[src/sv/rgbep_pkg.sv]
`default_nettype none

package rgbep_pkg;

  // Panel defaults
  localparam int unsigned PANEL_WIDTH_DEF  = 960;
  localparam int unsigned PANEL_HEIGHT_DEF = 540;

  // Field widths
  localparam int unsigned COLOR_W = 16;
  localparam int unsigned COORD_W = 10;
  localparam int unsigned SIZE_W  = 11;
  localparam int unsigned ADDR_W  = 18;
  localparam int unsigned BYTE_W  = 8;
  localparam int unsigned CFG_IDX_W  = 3;
  localparam int unsigned CFG_DATA_W = 11;
  // Signed logical coordinate: covers -1024 .. 3069 plus rotation offsets
  localparam int unsigned LCOORD_W = 13;
  // Address product width (10-bit row times 11-bit pitch)
  localparam int unsigned PROD_W = 21;

  // Gray weights
  localparam logic [15:0] GRAY_R_WT = 16'd76;
  localparam logic [15:0] GRAY_G_WT = 16'd150;
  localparam logic [15:0] GRAY_B_WT = 16'd30;

  // Masks and thresholds
  localparam logic [BYTE_W-1:0] MASK_HI  = 8'hF0;
  localparam logic [BYTE_W-1:0] MASK_LO  = 8'h0F;
  localparam logic [BYTE_W-1:0] MASK_MSB = 8'h80;
  localparam logic [BYTE_W-1:0] GRAY_THRESH = 8'd128;

  // Mirror bits
  localparam int unsigned MIRROR_X_BIT = 0;
  localparam int unsigned MIRROR_Y_BIT = 1;

  // Register reset values
  localparam logic [COORD_W-1:0] AREA_LEFT_RST   = 10'd0;
  localparam logic [COORD_W-1:0] AREA_TOP_RST    = 10'd0;
  localparam logic [SIZE_W-1:0]  AREA_WIDTH_RST  = 11'd960;
  localparam logic [SIZE_W-1:0]  AREA_HEIGHT_RST = 11'd540;
  localparam logic [1:0]         MIRROR_RST      = 2'd0;
  localparam logic               DITHER_RST      = 1'b1;

  typedef enum logic [CFG_IDX_W-1:0] {
    CFG_AREA_LEFT   = 3'd0,
    CFG_AREA_TOP    = 3'd1,
    CFG_AREA_WIDTH  = 3'd2,
    CFG_AREA_HEIGHT = 3'd3,
    CFG_MIRROR      = 3'd4,
    CFG_ROTATION    = 3'd5,
    CFG_FORMAT      = 3'd6,
    CFG_DITHER      = 3'd7
  } cfg_idx_e;

  typedef enum logic [1:0] {
    ROT_0   = 2'd0,
    ROT_90  = 2'd1,
    ROT_180 = 2'd2,
    ROT_270 = 2'd3
  } rot_e;

  typedef enum logic {
    FMT_1BPP = 1'b0,
    FMT_4BPP = 1'b1
  } fmt_e;

  // 4x4 Bayer level, indexed by row then column
  function automatic logic [3:0] bayer_level(input logic [1:0] y, input logic [1:0] x);
    logic [3:0] lvl;
    case ({y, x})
      4'h0: lvl = 4'd0;
      4'h1: lvl = 4'd8;
      4'h2: lvl = 4'd2;
      4'h3: lvl = 4'd10;
      4'h4: lvl = 4'd12;
      4'h5: lvl = 4'd4;
      4'h6: lvl = 4'd14;
      4'h7: lvl = 4'd6;
      4'h8: lvl = 4'd3;
      4'h9: lvl = 4'd11;
      4'hA: lvl = 4'd1;
      4'hB: lvl = 4'd9;
      4'hC: lvl = 4'd15;
      4'hD: lvl = 4'd7;
      4'hE: lvl = 4'd13;
      4'hF: lvl = 4'd5;
      default: lvl = 4'd0;
    endcase
    return lvl;
  endfunction

endpackage

`default_nettype wire

[src/sv/rgbep_intf.sv]
`default_nettype none

interface rgbep_pix_if;
  logic                               valid;
  logic                               ready;
  logic [rgbep_pkg::COLOR_W-1:0]      pixel_color;
  logic [rgbep_pkg::COORD_W-1:0]      col_in_area;
  logic [rgbep_pkg::COORD_W-1:0]      row_in_area;

  modport source (output valid, output pixel_color, output col_in_area,
                  output row_in_area, input ready);
  modport sink   (input valid, input pixel_color, input col_in_area,
                  input row_in_area, output ready);
endinterface

interface rgbep_res_if;
  logic                               valid;
  logic                               ready;
  logic [rgbep_pkg::ADDR_W-1:0]       byte_address;
  logic [rgbep_pkg::BYTE_W-1:0]       write_data;
  logic [rgbep_pkg::BYTE_W-1:0]       write_mask;
  logic                               out_of_range;

  modport source (output valid, output byte_address, output write_data,
                  output write_mask, output out_of_range, input ready);
  modport sink   (input valid, input byte_address, input write_data,
                  input write_mask, input out_of_range, output ready);
endinterface

`default_nettype wire

[src/sv/rgb565_to_epaper_pixel_pack.sv]
`default_nettype none

// Channel   Dir  Payload                                            Handshake
// pix_i     in   pixel_color[15:0] col_in_area[9:0] row_in_area[9:0] valid/ready
// res_o     out  byte_address[17:0] write_data[7:0] write_mask[7:0]
//                out_of_range                                       valid/ready
// cfg       in   cfg_we_i cfg_idx_i[2:0] cfg_wdata_i[10:0]          write only
//
// One item per cycle sustained while res_o is taken. An accepted item moves
// through the stage-1, stage-2 and stage-3 registers in order to res_o.
// Stages: gray + mirror/offset, rotation + panel range check, address
// multiply + mask/data. The stage-3 register is the output register.
// rst_ni clears stage valid bits and loads register defaults.
// A stalled output holds each full stage, though an empty stage still loads;
// pix_i.ready drops only when all three stages are full and res_o is not taken.

module rgb565_to_epaper_pixel_pack #(
  parameter int unsigned PANEL_WIDTH  = rgbep_pkg::PANEL_WIDTH_DEF,
  parameter int unsigned PANEL_HEIGHT = rgbep_pkg::PANEL_HEIGHT_DEF
) (
  input  wire logic                               clk_i,
  input  wire logic                               rst_ni,
  rgbep_pix_if.sink                               pix_i,
  rgbep_res_if.source                             res_o,
  input  wire logic                               cfg_we_i,
  input  wire logic [rgbep_pkg::CFG_IDX_W-1:0]    cfg_idx_i,
  input  wire logic [rgbep_pkg::CFG_DATA_W-1:0]   cfg_wdata_i
);

  localparam int unsigned LW = rgbep_pkg::LCOORD_W;
  localparam int unsigned CW = rgbep_pkg::COORD_W;
  localparam int unsigned PW = rgbep_pkg::PROD_W;

  localparam logic signed [LW-1:0] PANEL_W_S   = LW'(PANEL_WIDTH);
  localparam logic signed [LW-1:0] PANEL_H_S   = LW'(PANEL_HEIGHT);
  localparam logic signed [LW-1:0] PANEL_W1_S  = LW'(PANEL_WIDTH - 1);
  localparam logic signed [LW-1:0] PANEL_H1_S  = LW'(PANEL_HEIGHT - 1);
  // Row pitch in bytes for each format; a partial last byte rounds up
  localparam logic [PW-1:0] PITCH_4BPP = PW'((PANEL_WIDTH + 1) / 2);
  localparam logic [PW-1:0] PITCH_1BPP = PW'((PANEL_WIDTH + 7) / 8);

  // ---------------- configuration registers ----------------
  logic [CW-1:0]                   area_left_q, area_top_q;
  logic [rgbep_pkg::SIZE_W-1:0]    area_width_q, area_height_q;
  logic [1:0]                      mirror_q;
  rgbep_pkg::rot_e                 rotation_q;
  rgbep_pkg::fmt_e                 format_q;
  logic                            dither_q;

  always_ff @(posedge clk_i or negedge rst_ni) begin
    if (!rst_ni) begin
      area_left_q   <= rgbep_pkg::AREA_LEFT_RST;
      area_top_q    <= rgbep_pkg::AREA_TOP_RST;
      area_width_q  <= rgbep_pkg::AREA_WIDTH_RST;
      area_height_q <= rgbep_pkg::AREA_HEIGHT_RST;
      mirror_q      <= rgbep_pkg::MIRROR_RST;
      rotation_q    <= rgbep_pkg::ROT_0;
      format_q      <= rgbep_pkg::FMT_4BPP;
      dither_q      <= rgbep_pkg::DITHER_RST;
    end else if (cfg_we_i) begin
      case (rgbep_pkg::cfg_idx_e'(cfg_idx_i))
        rgbep_pkg::CFG_AREA_LEFT:   area_left_q   <= cfg_wdata_i[CW-1:0];
        rgbep_pkg::CFG_AREA_TOP:    area_top_q    <= cfg_wdata_i[CW-1:0];
        rgbep_pkg::CFG_AREA_WIDTH:  area_width_q  <= cfg_wdata_i;
        rgbep_pkg::CFG_AREA_HEIGHT: area_height_q <= cfg_wdata_i;
        rgbep_pkg::CFG_MIRROR:      mirror_q      <= cfg_wdata_i[1:0];
        rgbep_pkg::CFG_ROTATION:    rotation_q    <= rgbep_pkg::rot_e'(cfg_wdata_i[1:0]);
        rgbep_pkg::CFG_FORMAT:      format_q      <= rgbep_pkg::fmt_e'(cfg_wdata_i[0]);
        rgbep_pkg::CFG_DITHER:      dither_q      <= cfg_wdata_i[0];
        default: ;
      endcase
    end
  end

  // ---------------- pipeline flow control ----------------
  logic s1_vld_q, s2_vld_q, s3_vld_q;
  logic s1_en, s2_en, s3_en;

  assign s3_en = !s3_vld_q || res_o.ready;
  assign s2_en = !s2_vld_q || s3_en;
  assign s1_en = !s1_vld_q || s2_en;
  assign pix_i.ready = s1_en;

  always_ff @(posedge clk_i or negedge rst_ni) begin
    if (!rst_ni) begin
      s1_vld_q <= 1'b0;
      s2_vld_q <= 1'b0;
      s3_vld_q <= 1'b0;
    end else begin
      if (s1_en) s1_vld_q <= pix_i.valid;
      if (s2_en) s2_vld_q <= s1_vld_q;
      if (s3_en) s3_vld_q <= s2_vld_q;
    end
  end

  // ---------------- stage 1: gray, mirror, area offset ----------------
  logic [4:0]  red5, blue5;
  logic [5:0]  grn5;
  logic [7:0]  red8, grn8, blue8;
  logic [15:0] gray_sum;
  logic signed [LW-1:0] col_s, row_s, mx, my;
  logic signed [LW-1:0] lx_d, ly_d;
  logic [7:0]           gray_d;

  always_comb begin
    red5  = pix_i.pixel_color[15:11];
    grn5  = pix_i.pixel_color[10:5];
    blue5 = pix_i.pixel_color[4:0];
    red8  = {red5, red5[4:2]};
    grn8  = {grn5, grn5[5:4]};
    blue8 = {blue5, blue5[4:2]};
    gray_sum = 16'(red8) * rgbep_pkg::GRAY_R_WT
             + 16'(grn8) * rgbep_pkg::GRAY_G_WT
             + 16'(blue8) * rgbep_pkg::GRAY_B_WT;
    gray_d = gray_sum[15:8];

    col_s = $signed({3'b000, pix_i.col_in_area});
    row_s = $signed({3'b000, pix_i.row_in_area});
    mx = mirror_q[rgbep_pkg::MIRROR_X_BIT]
       ? $signed({2'b00, area_width_q}) - 13'sd1 - col_s : col_s;
    my = mirror_q[rgbep_pkg::MIRROR_Y_BIT]
       ? $signed({2'b00, area_height_q}) - 13'sd1 - row_s : row_s;
    lx_d = $signed({3'b000, area_left_q}) + mx;
    ly_d = $signed({3'b000, area_top_q}) + my;
  end

  logic signed [LW-1:0] s1_lx_q, s1_ly_q;
  logic [7:0]           s1_gray_q;

  always_ff @(posedge clk_i) begin
    if (s1_en) begin
      s1_lx_q   <= lx_d;
      s1_ly_q   <= ly_d;
      s1_gray_q <= gray_d;
    end
  end

  // ---------------- stage 2: rotation, panel check ----------------
  logic signed [LW-1:0] dx, dy;
  logic                 oor_d;

  always_comb begin
    case (rotation_q)
      rgbep_pkg::ROT_90: begin
        dx = PANEL_W1_S - s1_ly_q;
        dy = s1_lx_q;
      end
      rgbep_pkg::ROT_180: begin
        dx = PANEL_W1_S - s1_lx_q;
        dy = PANEL_H1_S - s1_ly_q;
      end
      rgbep_pkg::ROT_270: begin
        dx = s1_ly_q;
        dy = PANEL_H1_S - s1_lx_q;
      end
      default: begin
        dx = s1_lx_q;
        dy = s1_ly_q;
      end
    endcase
    oor_d = (dx < 0) || (dy < 0) || (dx >= PANEL_W_S) || (dy >= PANEL_H_S);
  end

  logic [CW-1:0] s2_ux_q, s2_uy_q;
  logic [7:0]    s2_gray_q;
  logic          s2_oor_q;

  always_ff @(posedge clk_i) begin
    if (s2_en) begin
      s2_ux_q   <= dx[CW-1:0];
      s2_uy_q   <= dy[CW-1:0];
      s2_gray_q <= s1_gray_q;
      s2_oor_q  <= oor_d;
    end
  end

  // ---------------- stage 3: address, mask, data ----------------
  logic [PW-1:0]                 pitch, addr_full;
  logic [rgbep_pkg::BYTE_W-1:0]  mask_d, data_d;
  logic [7:0]                    thresh;
  logic                          white;

  always_comb begin
    thresh = dither_q
           ? {rgbep_pkg::bayer_level(s2_uy_q[1:0], s2_ux_q[1:0]), 4'b0000}
           : rgbep_pkg::GRAY_THRESH;
    white  = s2_gray_q >= thresh;
    if (format_q == rgbep_pkg::FMT_4BPP) begin
      pitch     = PITCH_4BPP;
      addr_full = PW'(s2_uy_q) * pitch + PW'(s2_ux_q >> 1);
      if (s2_ux_q[0]) begin
        mask_d = rgbep_pkg::MASK_LO;
        data_d = {4'b0000, s2_gray_q[7:4]};
      end else begin
        mask_d = rgbep_pkg::MASK_HI;
        data_d = {s2_gray_q[7:4], 4'b0000};
      end
    end else begin
      pitch     = PITCH_1BPP;
      addr_full = PW'(s2_uy_q) * pitch + PW'(s2_ux_q >> 3);
      mask_d    = rgbep_pkg::MASK_MSB >> s2_ux_q[2:0];
      data_d    = white ? mask_d : '0;
    end
    // off-panel items carry an all-zero payload
    if (s2_oor_q) begin
      addr_full = '0;
      mask_d    = '0;
      data_d    = '0;
    end
  end

  logic [rgbep_pkg::ADDR_W-1:0] s3_addr_q;
  logic [rgbep_pkg::BYTE_W-1:0] s3_data_q, s3_mask_q;
  logic                         s3_oor_q;

  always_ff @(posedge clk_i) begin
    if (s3_en) begin
      s3_addr_q <= addr_full[rgbep_pkg::ADDR_W-1:0];
      s3_data_q <= data_d;
      s3_mask_q <= mask_d;
      s3_oor_q  <= s2_oor_q;
    end
  end

  assign res_o.valid        = s3_vld_q;
  assign res_o.byte_address = s3_addr_q;
  assign res_o.write_data   = s3_data_q;
  assign res_o.write_mask   = s3_mask_q;
  assign res_o.out_of_range = s3_oor_q;

  // ---------------- assertions ----------------
  a_oor_empty: assert property (@(posedge clk_i) disable iff (!rst_ni)
    res_o.valid && res_o.out_of_range |->
      res_o.write_mask == '0 && res_o.write_data == '0 && res_o.byte_address == '0)
    else $error("off-panel item with nonzero payload");

  a_data_in_mask: assert property (@(posedge clk_i) disable iff (!rst_ni)
    res_o.valid |-> (res_o.write_data & ~res_o.write_mask) == '0)
    else $error("write data outside write mask");

  a_nibble_mask: assert property (@(posedge clk_i) disable iff (!rst_ni)
    res_o.valid && !res_o.out_of_range && format_q == rgbep_pkg::FMT_4BPP |->
      res_o.write_mask == rgbep_pkg::MASK_HI || res_o.write_mask == rgbep_pkg::MASK_LO)
    else $error("bad 4bpp mask");

  a_bit_mask: assert property (@(posedge clk_i) disable iff (!rst_ni)
    res_o.valid && !res_o.out_of_range && format_q == rgbep_pkg::FMT_1BPP |->
      $onehot(res_o.write_mask))
    else $error("bad 1bpp mask");

  a_full_stall: assert property (@(posedge clk_i) disable iff (!rst_ni)
    s1_vld_q && s2_vld_q && s3_vld_q && !res_o.ready |-> !pix_i.ready)
    else $error("input taken while pipeline is full and stalled");

endmodule

`default_nettype wire
[src/flat_wrapper.sv]
// flat-port wrapper written by rule: the top's interface ports become plain ports
module rgb565_to_epaper_pixel_pack_flat 
#(
  parameter int unsigned PANEL_WIDTH  = rgbep_pkg::PANEL_WIDTH_DEF,
  parameter int unsigned PANEL_HEIGHT = rgbep_pkg::PANEL_HEIGHT_DEF
)
  (clk_i, rst_ni, cfg_we_i, cfg_idx_i, cfg_wdata_i, pix_i_valid, pix_i_pixel_color, pix_i_col_in_area, pix_i_row_in_area, pix_i_ready, res_o_valid, res_o_byte_address, res_o_write_data, res_o_write_mask, res_o_out_of_range, res_o_ready);
  rgbep_pix_if pix_i_i ();
  rgbep_res_if res_o_i ();
  input  wire logic clk_i;
  input  wire logic rst_ni;
  input  wire logic cfg_we_i;
  input  wire logic [rgbep_pkg::CFG_IDX_W-1:0] cfg_idx_i;
  input  wire logic [rgbep_pkg::CFG_DATA_W-1:0] cfg_wdata_i;
  input wire logic [$bits(pix_i_i.valid)-1:0] pix_i_valid;
  input wire logic [$bits(pix_i_i.pixel_color)-1:0] pix_i_pixel_color;
  input wire logic [$bits(pix_i_i.col_in_area)-1:0] pix_i_col_in_area;
  input wire logic [$bits(pix_i_i.row_in_area)-1:0] pix_i_row_in_area;
  output wire logic [$bits(pix_i_i.ready)-1:0] pix_i_ready;
  output wire logic [$bits(res_o_i.valid)-1:0] res_o_valid;
  output wire logic [$bits(res_o_i.byte_address)-1:0] res_o_byte_address;
  output wire logic [$bits(res_o_i.write_data)-1:0] res_o_write_data;
  output wire logic [$bits(res_o_i.write_mask)-1:0] res_o_write_mask;
  output wire logic [$bits(res_o_i.out_of_range)-1:0] res_o_out_of_range;
  input wire logic [$bits(res_o_i.ready)-1:0] res_o_ready;
  assign pix_i_i.valid = pix_i_valid;
  assign pix_i_i.pixel_color = pix_i_pixel_color;
  assign pix_i_i.col_in_area = pix_i_col_in_area;
  assign pix_i_i.row_in_area = pix_i_row_in_area;
  assign pix_i_ready = pix_i_i.ready;
  assign res_o_valid = res_o_i.valid;
  assign res_o_byte_address = res_o_i.byte_address;
  assign res_o_write_data = res_o_i.write_data;
  assign res_o_write_mask = res_o_i.write_mask;
  assign res_o_out_of_range = res_o_i.out_of_range;
  assign res_o_i.ready = res_o_ready;
  rgb565_to_epaper_pixel_pack #(.PANEL_WIDTH(PANEL_WIDTH), .PANEL_HEIGHT(PANEL_HEIGHT)) u_core (.clk_i(clk_i), .rst_ni(rst_ni), .pix_i(pix_i_i), .res_o(res_o_i), .cfg_we_i(cfg_we_i), .cfg_idx_i(cfg_idx_i), .cfg_wdata_i(cfg_wdata_i));
endmodule
[config.mk]
export PLATFORM = sky130hd
export DESIGN_NAME = rgb565_to_epaper_pixel_pack_flat
export DESIGN_NICKNAME = d
export VERILOG_FILES = /design/src/sv/rgbep_pkg.sv /design/src/sv/rgbep_intf.sv /design/src/sv/rgb565_to_epaper_pixel_pack.sv /design/src/flat_wrapper.sv
export SDC_FILE = /design/constraint.sdc
export NUM_CORES = 1
export LEC_CHECK = 0
export BUFFER_PORTS_ARGS = -buffer_cell sky130_fd_sc_hd__buf_2
export CAP_MARGIN = 20
export CORE_ASPECT_RATIO = 1.25
export CORE_MARGIN = 3
export CORE_UTILIZATION = 50
export DETAILED_ROUTE_END_ITERATION = 6
export GPL_ROUTABILITY_DRIVEN = 1
export PLACE_DENSITY = 0.68
export RECOVER_POWER = 100
export SETUP_SLACK_MARGIN = 0.02
export SYNTH_ARGS = -nofsm -noshare
export SYNTH_HDL_FRONTEND = slang
export SYNTH_SLANG_ARGS = --single-unit
[constraint.sdc]
create_clock -name clk_i -period 8.7 [get_ports clk_i]
set_input_delay 1.305 -clock clk_i [delete_from_list [all_inputs] [get_ports clk_i]]
set_output_delay 1.305 -clock clk_i [all_outputs]
set_load 0.02 [all_outputs]
==> key figures, run 1 <==
Outcome
  – Status: finished, violations left
  – Failing checks: capacitance limit, slew limit

Cells and area
  – Layout cells sized above 1: about 11%
  – Final #Nets: roughly 1,700
  – Multi-input gate area: slightly above 8000 um^2
  – Register area: about 4300 um^2
  – Final-layout fill cell count: 2,379
  – Area delta synth->final: 10.01%
  – Finished Core Util: a little under three fifths

Clocking
  – Total CTS buffers: 17
  – Worst-Skew Late Latency: 0.43 ns
  – Max Root-Sink Buffers: 2
  – Root Buffer: clkbuf_16
  – CTS clock-pin slew for the worst setup and hold paths: 0.07 ns
  – CTS H-tree lvls: 4
  – CTS tree: yes
  – Post-CTS Resized: 0
  – Hold buffer count at cts: 0
  – Num Clock Sinks: 153
  – Setup Buffers After CTS: 0

GRT
  – Remaining Overflow, GRT: 0
  – First-pass GRT wire length: ~43,000 um
  – Initial antenna violation count: 2
  – Largest net degree at the start of global routing: 52
  – Gr usage total: between 10% and 20%
  – Number of global-route vias before repair: 9,398

STA
  – Hold Vio Cnt, Final: 0
  – Slew @ Worst Pin: 2.918 ns
  – Max-slew headroom: -94.52%
  – Final Skew: 0.009712 ns
  – Final min period: 6.010 ns
  – Slew Limit Fails: about 160
  – Number of setup violations in the final report: 0
  – Tcrit/Tclk final: between 60% and 70%
  – Maximum clock rate: around 0.17 GHz
  – RSZ-0062 raised after global routing: no
  – Final setup TNS: 0 ns

Drt
  – Routed Wire Length: roughly 26,000 um
  – # DRC: 0
  – First-pass iteration count of the detailed router: 4
  – 1st-iter DRT viols: around 330
  – Vias: around 9,500
  – Avg Vias per Cell: ~5.4
  – DR WL/cell: between 10 and 15 um
  – Final ANT Viol Nets: 0

Worst setup path
  – Worst Setup Path Type: primary input to flip-flop
  – Worst-path cell chain: clkbuf_1 -> fa_1 -> inv_1 -> fa_1 -> inv_1 -> ha_1 -> a21o_1 -> a21oi_1 -> o21ai_0 -> a21oi_1 -> o21ai_0 -> a21o_1 -> a21oi_1 -> xor2_1 -> fa_1 -> inv_1 -> ha_1 -> a21oi_1 -> a31oi_1 -> and2_0 -> o21a_1 -> nor2_1 -> xnor2_1
  – CP max stage delay: 0.63 ns
  – CP endpoint kind: flip-flop
  – CP max stage cell: fa_1
  – Most used cell, CP: a21oi_1
  – Crit path max fanout: 5
  – Crit start category: primary input
  – WP data arrival: between 6 and 7 ns
  – Worst EP required: roughly 8.9 ns

Logic synthesis
  – Syn Area/Cell: 10.23 um^2
  – Synth area leader: edfxtp_1
  – Cell count after synthesis: 1,296
  – Most instantiated library cell after synthesis: ha_1
  – Synth cell count leaders: 155 x ha_1, 130 x inv_1, 98 x edfxtp_1
  – Share of Yosys cell area claimed by the top area cell type: 22.19%
  – Synth Cell Area: ~13,000 um^2
  – Register area share after synthesis: between 30% and 40%
  – Yosys reg bits: about 150
  – Area contributors post-synth: edfxtp_1 22%, ha_1 15%, fa_1 8.5%, dfrtp_1 7.7%, mux2_2 5.0%
  – Post-synth ARST share: between 30% and 40%
  – Post-synth EDFFs: 98
  – Synth unique cells: 83
  – Top FF cell, synth: edfxtp_1
  – Syn_nets: around 1,600
  – Synth Warn #: 0

Placement
  – # port buffers: 91
  – HPWL after detailed placement: around 21,000 um
  – Final GP Congestion: about 0.84

Die
  – Row count: 66
  – Die W: ~150 um
  – Initial core utilization: between 50% and 60%
  – Die Height: ~190 um
  – Core Region: ~26,000 um^2
  – Die footprint: 28,520 um^2
  – I/O pins: 92

Hold path
  – Hold Path Class: flip-flop to flip-flop

Job
  – Total of max-cap violations: 4
worst max-delay path, delay by kind of cell:
family                     cells  cell delay, ns
buffers and inverters          4            0.38
adders and majority gates      5            2.11
xor gates and xnor gates       2            0.39
AOI/OAI and AO/OA             10            1.68
and+or+nand+nor                2            0.32
sequential cells by signal, indices dropped and copies added, names as in the netlist, 2 cells and up, named ones only:
name	flops
u_core.res_o.byte_address	18
u_core.mirror_q	2
u_core.res_o.write_mask	8
u_core.area_left_q	10
u_core.res_o.write_data	8
u_core.s1_lx_q	13
u_core.s1_ly_q	13
u_core.s2_ux_q	10
u_core.area_height_q	11
u_core.area_top_q	10
u_core.s2_uy_q	10
u_core.s2_gray_q	8
u_core.s1_gray_q	8
u_core.area_width_q	11
u_core.rotation_q	2
layer usage:
metal | vias up | wire [um] | track usage [%]
met5 | - | 0 | 0
met4 | 0 | 335 | 4.772
li1 | 4785 | - | -
met1 | 4530 | 11580 | 23.84
met3 | 24 | 770 | 2.707
met2 | 132 | 13130 | 32.36
path summary, 6_finish.rpt:
kind | startpoint | to | slack [ns] | cells after the start
max | pix_i_pixel_color[2] | u_core.s1_gray_q[7] | 2.69 | 23
min | u_core.s1_gray_q[7] | u_core.s2_gray_q[7] | 0.42 | 0
max reg2reg | u_core.s2_uy_q[0] | u_core.res_o.byte_address[15] | 3.81 | 13
min reg2reg | u_core.s1_gray_q[7] | u_core.s2_gray_q[7] | 0.42 | 0
max in group asynchronous | rst_ni | u_core.area_top_q[8] | 5.14 | 2
min in group asynchronous | rst_ni | u_core.area_width_q[0] | 1.91 | 2
cells in the final DEF (no fill, tap or decap), types with 4 or more instances in the layout:
cell type,synthesis,routed
a211oi_1,7,7
nor2b_1,22,22
nand2b_1,23,23
mux2i_1,28,28
mux2_1,0,4
clkbuf_1,12,54
o21a_1,12,12
dfstp_2,10,8
fa_1,56,56
inv_8,0,4
o21bai_1,4,4
dfxtp_1,4,4
a21boi_0,5,6
nand4_1,7,7
inv_1,130,130
o21ai_0,61,62
clkbuf_16,0,17
nor2_1,74,75
xor2_1,47,47
nand2_1,85,86
nand3_1,18,18
o31a_1,6,6
ha_1,155,155
a21o_1,27,27
nor4_1,4,5
mux2_2,59,55
a31oi_1,10,10
a21oi_1,74,74
buf_2,7,46
nor3_1,29,29
edfxtp_1,98,98
or3_1,8,8
a221o_1,4,4
xnor2_1,66,66
nand4b_1,5,5
dfrtp_1,41,41
and3_1,7,8
clkinv_8,0,5
area by class of cell:
type                    count  share of cell area (%)
diodes                      2                 0.03431
multi-input cells         986                   56.83
inverters                 130                   3.345
flip-flops and latches    153                   29.56
clock inverters            15                   1.329
repair buffers            102                   3.071
well taps                 340                   2.916
clock buffers              17                   2.916
per-stage QoR:
stage               hold slack, ns  setup WS, ns  cell area [um^2]  instances
finish                      0.4196         2.690             14590       1745
global route                0.4311         2.358             14590       1745
CTS                         0.4199         2.781             14730       1743
detailed placement          0.4057         2.317             14110       1711
global placement            0.4028         2.466             14110       1711
floorplan                   0.4003         2.830             13260       1296
logic make-up (layout without fill, tap and decap cells):
kind of cell	Yosys count	count (layout)	share of synthesized area, %
xor gates and xnor gates	115	115	7.709
muxes	87	87	7.124
AOI/OAI and AO/OA	254	254	12.50
buffers and inverters	157	264	4.567
adders and majority gates	211	211	23.08
and+or+nand+nor	319	319	12.50
other	0	2	0
DFF	153	153	32.52
Power of run 1 is left out: the tool's default activity adds up to more than one toggle a clock period on the data nets, which glitch-free logic cannot reach.
==> run 2: changes to the inputs <==
- ABC_AREA: default -> 1
- PLACE_DENSITY: 0.68 -> 0.7
- clock period: 8.7 -> 5.1 ns (I/O delays scaled with it)
==> key figures, run 2 <==
Worst setup path
  – CP top delay family: adder cells
  – R2r setup slk: approximately 0.87 ns
  – CP max stage cell: fa_1
  – CP endpoint kind: flip-flop
  – WP buf/inv: 5
  – Worst EP required: roughly 5.3 ns
  – FF-to-FF Start: u_core.res_o.valid
  – Critical Path Start: pix_i_pixel_color[7]
  – Crit start category: primary input
  – Worst-path cell chain: clkbuf_1 -> ha_1 -> ha_1 -> inv_1 -> fa_1 -> fa_1 -> inv_1 -> ha_1 -> nand2_1 -> o21ai_1 -> a21oi_2 -> xor2_1 -> fa_1 -> inv_1 -> ha_1 -> clkbuf_4 -> a21oi_1 -> o2111ai_2 -> nand2_1 -> nand3_1 -> xor2_1
  – WP data arrival: 5.01 ns
  – CP max stage delay: 0.53 ns
  – Most used cell, CP: ha_1
  – Worst R2R Path Depth: 5
  – Worst Setup Path Type: primary input to flip-flop
  – Reg2reg end: u_core.s1_ly_q[6]
  – Crit path max fanout: 4

Cells and area
  – Register area: 4312 um^2
  – Commonest non-fill, non-tap cells in the layout: 389 x nand2_1, 294 x inv_1, 155 x ha_1
  – Diode count: 0
  – Multi-input gate area: 8327 um^2
  – Final #Nets: 2,147
  – Non-Filler Instances: 2,239
  – Commonest non-fill, non-tap cell in the layout: nand2_1
  – Max reg flops: 18
  – Final-layout fill cell count: between 2,000 and 3,000
  – Layout cells sized above 1: under 10%
  – Area delta synth->final: 11.01%

Clocking
  – CTS H-tree lvls: 4
  – Total CTS buffers: 17
  – Num Clock Sinks: 153
  – Hold buffer count at cts: 0
  – Worst-Skew Late Latency: 0.44 ns
  – Post-CTS Resized: 0
  – Root Buffer: clkbuf_16
  – CTS clock-pin slew for the worst setup and hold paths: about 0.08 ns
  – Setup Buffers After CTS: 0
  – Max Root-Sink Buffers: 2
  – CTS tree: yes

Placement
  – HPWL after detailed placement: 24,650 um
  – Placed insts: around 2,200
  – Final GP Congestion: 0.9236
  – # port buffers: around 90

Hold path
  – Hold Path End: u_core.s2_gray_q[6]
  – Hold Path Class: flip-flop to flip-flop
  – Hold path start: u_core.s1_gray_q[6]
  – Hold Path Depth: 0

Outcome
  – Failing checks: capacitance limit, slew limit
  – Status: finished, violations left

Logic synthesis
  – Syn Area/Cell: ~8 um^2
  – Synth unique cells: 52
  – Synth area leader: edfxtp_1
  – Cell count after synthesis: between 1,500 and 2,000
  – Area contributors post-synth: edfxtp_1 21%, ha_1 14%, nand2_1 10%, fa_1 8.0%, inv_1 7.9%
  – Syn_nets: just over 2,000
  – Most instantiated library cell after synthesis: nand2_1
  – Yosys reg bits: 153
  – Top FF cell, synth: edfxtp_1
  – Post-synth ARST share: between 30% and 40%
  – Synth Warn #: 0
  – Post-synth EDFFs: ~100
  – Share of Yosys cell area claimed by the top area cell type: a little over a fifth
  – Synth cell count leaders: 386 x nand2_1, 294 x inv_1, 155 x ha_1
  – Synth Cell Area: 14,000 um^2
  – Register area share after synthesis: approximately 31%

Die
  – I/O pins: 92
  – Die Height: about 190 um
  – Die footprint: around 30,000 um^2
  – Die W: around 160 um
  – Initial core utilization: around 52%
  – Row count: 67
  – Core Region: between 20,000 and 30,000 um^2

STA
  – Final min period: between 4 and 5 ns
  – Max-slew headroom: -89.79%
  – Number of setup violations in the final report: 0
  – RSZ-0062 raised after global routing: no
  – Tcrit/Tclk final: between 90% and 100%
  – Slew Limit Fails: 126
  – Hold Vio Cnt, Final: 0
  – Final Skew: 0.01343 ns
  – Maximum clock rate: between 0.2 and 0.25 GHz
  – Slew @ Worst Pin: ~2.8 ns
  – Final setup TNS: 0 ns

Drt
  – Routed Wire Length: between 30,000 and 40,000 um
  – First-pass iteration count of the detailed router: 5
  – Avg Vias per Cell: 5.213
  – Vias: ~12,000
  – DR WL/cell: 13.48 um
  – # DRC: 0
  – 1st-iter DRT viols: 495
  – Final ANT Viol Nets: 0

GRT
  – Number of global-route vias before repair: roughly 11,000
  – Remaining Overflow, GRT: 0
  – First-pass GRT wire length: 50,380 um
  – Gr usage total: 20.35%
  – Largest net degree at the start of global routing: 52
  – Initial antenna violation count: 0

Job
  – Total of max-cap violations: 3
==> run 2: changes by cell type after synthesis, sizes merged, moves of 53 or more <==
cell | previous run | this run
o21ai | 63 | 127
nor2 | 75 | 128
inv | 130 | 302
mux2 | 59 | 0
nand2 | 86 | 399
nand3 | 19 | 97
==> run 2: how the worst max path moves through the flow <==
stage                                endpoint  cells past startpoint
after floorplan           u_core.s1_gray_q[5]                     20
after global placement    u_core.s1_gray_q[7]                     21
after detailed placement  u_core.s1_gray_q[5]                     21
after CTS                 u_core.s1_gray_q[5]                     21
after global routing      u_core.s1_gray_q[7]                     21
final                     u_core.s1_gray_q[7]                     21
==> run 2: cells by family after synthesis <==
kind of cell	Yosys count	share of synthesized area, %
compound gates	286	11.40
flops	153	30.80
xor+xnor	92	5.890
simple gates	680	20.68
buf+inv	333	9.375
fa+ha+maj	211	21.86
==> run 2: cell type report <==
type / instances / area share (%)
clock inverter: 15 / 1.127
inverter: 303 / 7.334
clock buffer: 17 / 2.737
sequential: 153 / 27.74
timing repair buffer: 137 / 4.702
multi-input combinational: 1269 / 53.58
tap: 345 / 2.778
==> run 2: worst register-to-register path, stage by stage (launching register included) <==
cell	delay [ns]
dfrtp_1	0.40
nand2_1	0.07
clkbuf_1	1.35
nor2_1	0.33
nand2_1	0.32
clkbuf_1	1.33
==> run 2: metrics by stage <==
| stage | setup slack, ns | utilization (%) | cell area (um^2) | hold slack (ns) |
|---|---|---|---|---|
| 2_1_floorplan | 0.04866 | - | 14000 | 0.4003 |
| 3_3_place_gp | -0.1999 | 55.42 | 15050 | 0.4009 |
| 3_5_place_dp | -0.3425 | 55.52 | 15080 | 0.4056 |
| 4_1_cts | 0.1314 | 57.73 | 15680 | 0.4303 |
| 5_1_grt | 0.02798 | 57.22 | 15540 | 0.4308 |
| 6_report | 0.2746 | 57.22 | 15540 | 0.4260 |
==> run 2: per-layer routing <==
layer	track usage, %	wire length [um]
met5	0	0
met4	6.231	789
met3	3.416	1271
met2	36.53	15070
met1	25.09	13060
Power of run 2 is left out for the same reason.
==> run 3: changes to the inputs <==
- ABC_AREA: 1 -> default
- PLACE_DENSITY: 0.7 -> 0.71
==> key figures, run 3 (synthesized netlist as in run 1, its figures left out) <==
Drt
  – Vias: between 9,000 and 10,000
  – Final ANT Viol Nets: 0
  – # DRC: 0
  – DR WL/cell: roughly 15 um
  – Routed Wire Length: between 20,000 and 30,000 um
  – 1st-iter DRT viols: roughly 390
  – Avg Vias per Cell: about 5.4
  – First-pass iteration count of the detailed router: 6

Worst setup path
  – WP data arrival: 5.07 ns
  – R2r setup slk: 0.30 ns
  – Crit path max fanout: 2
  – WP buf/inv: 4
  – CP max stage delay: 0.60 ns
  – WP depth: 24
  – Worst Setup Path Type: primary input to flip-flop
  – Most used cell, CP: fa_1
  – Reg2reg end: u_core.res_o.byte_address[16]
  – Worst EP required: 5.28 ns
  – CP Capture Point: u_core.s1_gray_q[7]
  – Critical Path Start: pix_i_pixel_color[2]
  – Worst-path cell chain: buf_2 -> fa_1 -> inv_2 -> fa_1 -> fa_1 -> inv_1 -> a21oi_2 -> o21ai_2 -> a21o_1 -> a21o_1 -> a21o_1 -> a21oi_2 -> xor2_1 -> fa_1 -> inv_2 -> ha_4 -> o21ai_2 -> nand2b_1 -> a21oi_2 -> a31oi_2 -> and2_4 -> o21a_1 -> nor2_1 -> xnor2_1
  – Crit start category: primary input
  – FF-to-FF Start: u_core.s2_uy_q[1]
  – Worst R2R Path Depth: 14
  – CP max stage cell: fa_1
  – CP top delay family: adder cells
  – CP endpoint kind: flip-flop

GRT
  – Remaining Overflow, GRT: 0
  – Number of global-route vias before repair: 9,639
  – Gr usage total: roughly 20%
  – First-pass GRT wire length: roughly 45,000 um
  – Largest net degree at the start of global routing: 52
  – Initial antenna violation count: 0

STA
  – Hold Worst Slack: 0.4181 ns
  – RSZ-0062 raised after global routing: no
  – Hold Vio Cnt, Final: 0
  – Final Skew: between 0.01 and 0.015 ns
  – Slew Limit Fails: 161
  – Number of setup violations in the final report: 0
  – Slew @ Worst Pin: about 3.0 ns
  – Tcrit/Tclk final: a little over nine tenths
  – Max-slew headroom: -97.75%
  – Maximum clock rate: 0.2042 GHz
  – Final min period: slightly below 5 ns

Cells and area
  – Fin area: approximately 15,000 um^2
  – Commonest non-fill, non-tap cell in the layout: ha_1
  – Commonest non-fill, non-tap cells in the layout: 148 x ha_1, 124 x inv_1, 98 x edfxtp_1
  – Max reg flops: 18
  – Final-layout fill cell count: around 2,300
  – Final #Nets: between 1,500 and 2,000
  – Layout cells sized above 1: 17.68%
  – Area delta synth->final: 14.55%
  – Diode count: 0

Clocking
  – Total CTS buffers: 17
  – CTS H-tree lvls: 4
  – CTS tree: yes
  – Root Buffer: clkbuf_16
  – Worst-Skew Late Latency: around 0.43 ns
  – Max Root-Sink Buffers: 2
  – Hold buffer count at cts: 0
  – CTS clock-pin slew for the worst setup and hold paths: about 0.06 ns
  – Num Clock Sinks: around 150

Die
  – Core Region: between 20,000 and 30,000 um^2
  – Die footprint: roughly 29,000 um^2
  – I/O pins: 92
  – Die W: 151.7 um
  – Die Height: about 190 um
  – Initial core utilization: about half
  – Row count: 66

Placement
  – HPWL after detailed placement: 21,640 um
  – # port buffers: 91
  – Placed cell areas: 14,570 um^2
  – Final GP Congestion: 0.8804

Hold path
  – Hold Path Class: flip-flop to flip-flop

Outcome
  – Failing checks: capacitance limit, slew limit
  – Status: finished, violations left

Job
  – Total of max-cap violations: 4
-- run 3: worst min-delay path by stage --
stage	start	end	cells past startpoint
final	u_core.s1_gray_q[3]	u_core.s2_gray_q[3]	0
after global routing	u_core.s1_gray_q[2]	u_core.s2_gray_q[2]	0
after CTS	u_core.s1_gray_q[3]	u_core.s2_gray_q[3]	0
after detailed placement	u_core.s1_gray_q[3]	u_core.s2_gray_q[3]	0
after global placement	u_core.s1_gray_q[2]	u_core.s2_gray_q[2]	0
after floorplan	u_core.s1_gray_q[0]	u_core.s2_gray_q[0]	0
-- run 3: layout make-up --
class                   instances  area, um^2  share of cell area [%]
multi-input cells             986        8497                   55.94
flip-flops and latches        153        4312                   28.39
repair buffers                158       878.3                   5.783
inverters                     130       488.0                   3.213
clock buffers                  17       425.4                   2.801
well taps                     340       425.4                   2.801
clock inverters                15       163.9                   1.079
-- run 3: timing repair --
action,CTS,global route
resized for setup,0,27
setup endpoints to repair,1,5
setup buffers,1,3
pin swaps,1,23
-- run 3: per-layer routing --
metal	wire (um)	vias to the layer above	GRT usage, %
met3	863	38	3.505
met5	0	-	0
met2	13700	164	33.81
met4	620	0	5.290
li1	-	4895	-
met1	11800	4604	25.16
-- run 3: metrics by stage --
stage	worst slack, ns	cells	util (%)	TNS, ns
2_1_floorplan	0.02244	1296	-	0
3_3_place_gp	-0.2817	1763	55.83	-0.9115
3_5_place_dp	-0.4662	1763	55.83	-1.638
4_1_cts	0.02200	1796	58.12	0
5_1_grt	0.008553	1799	58.21	0
6_report	0.2027	1799	58.21	0
Power of run 3 is left out for the same reason.
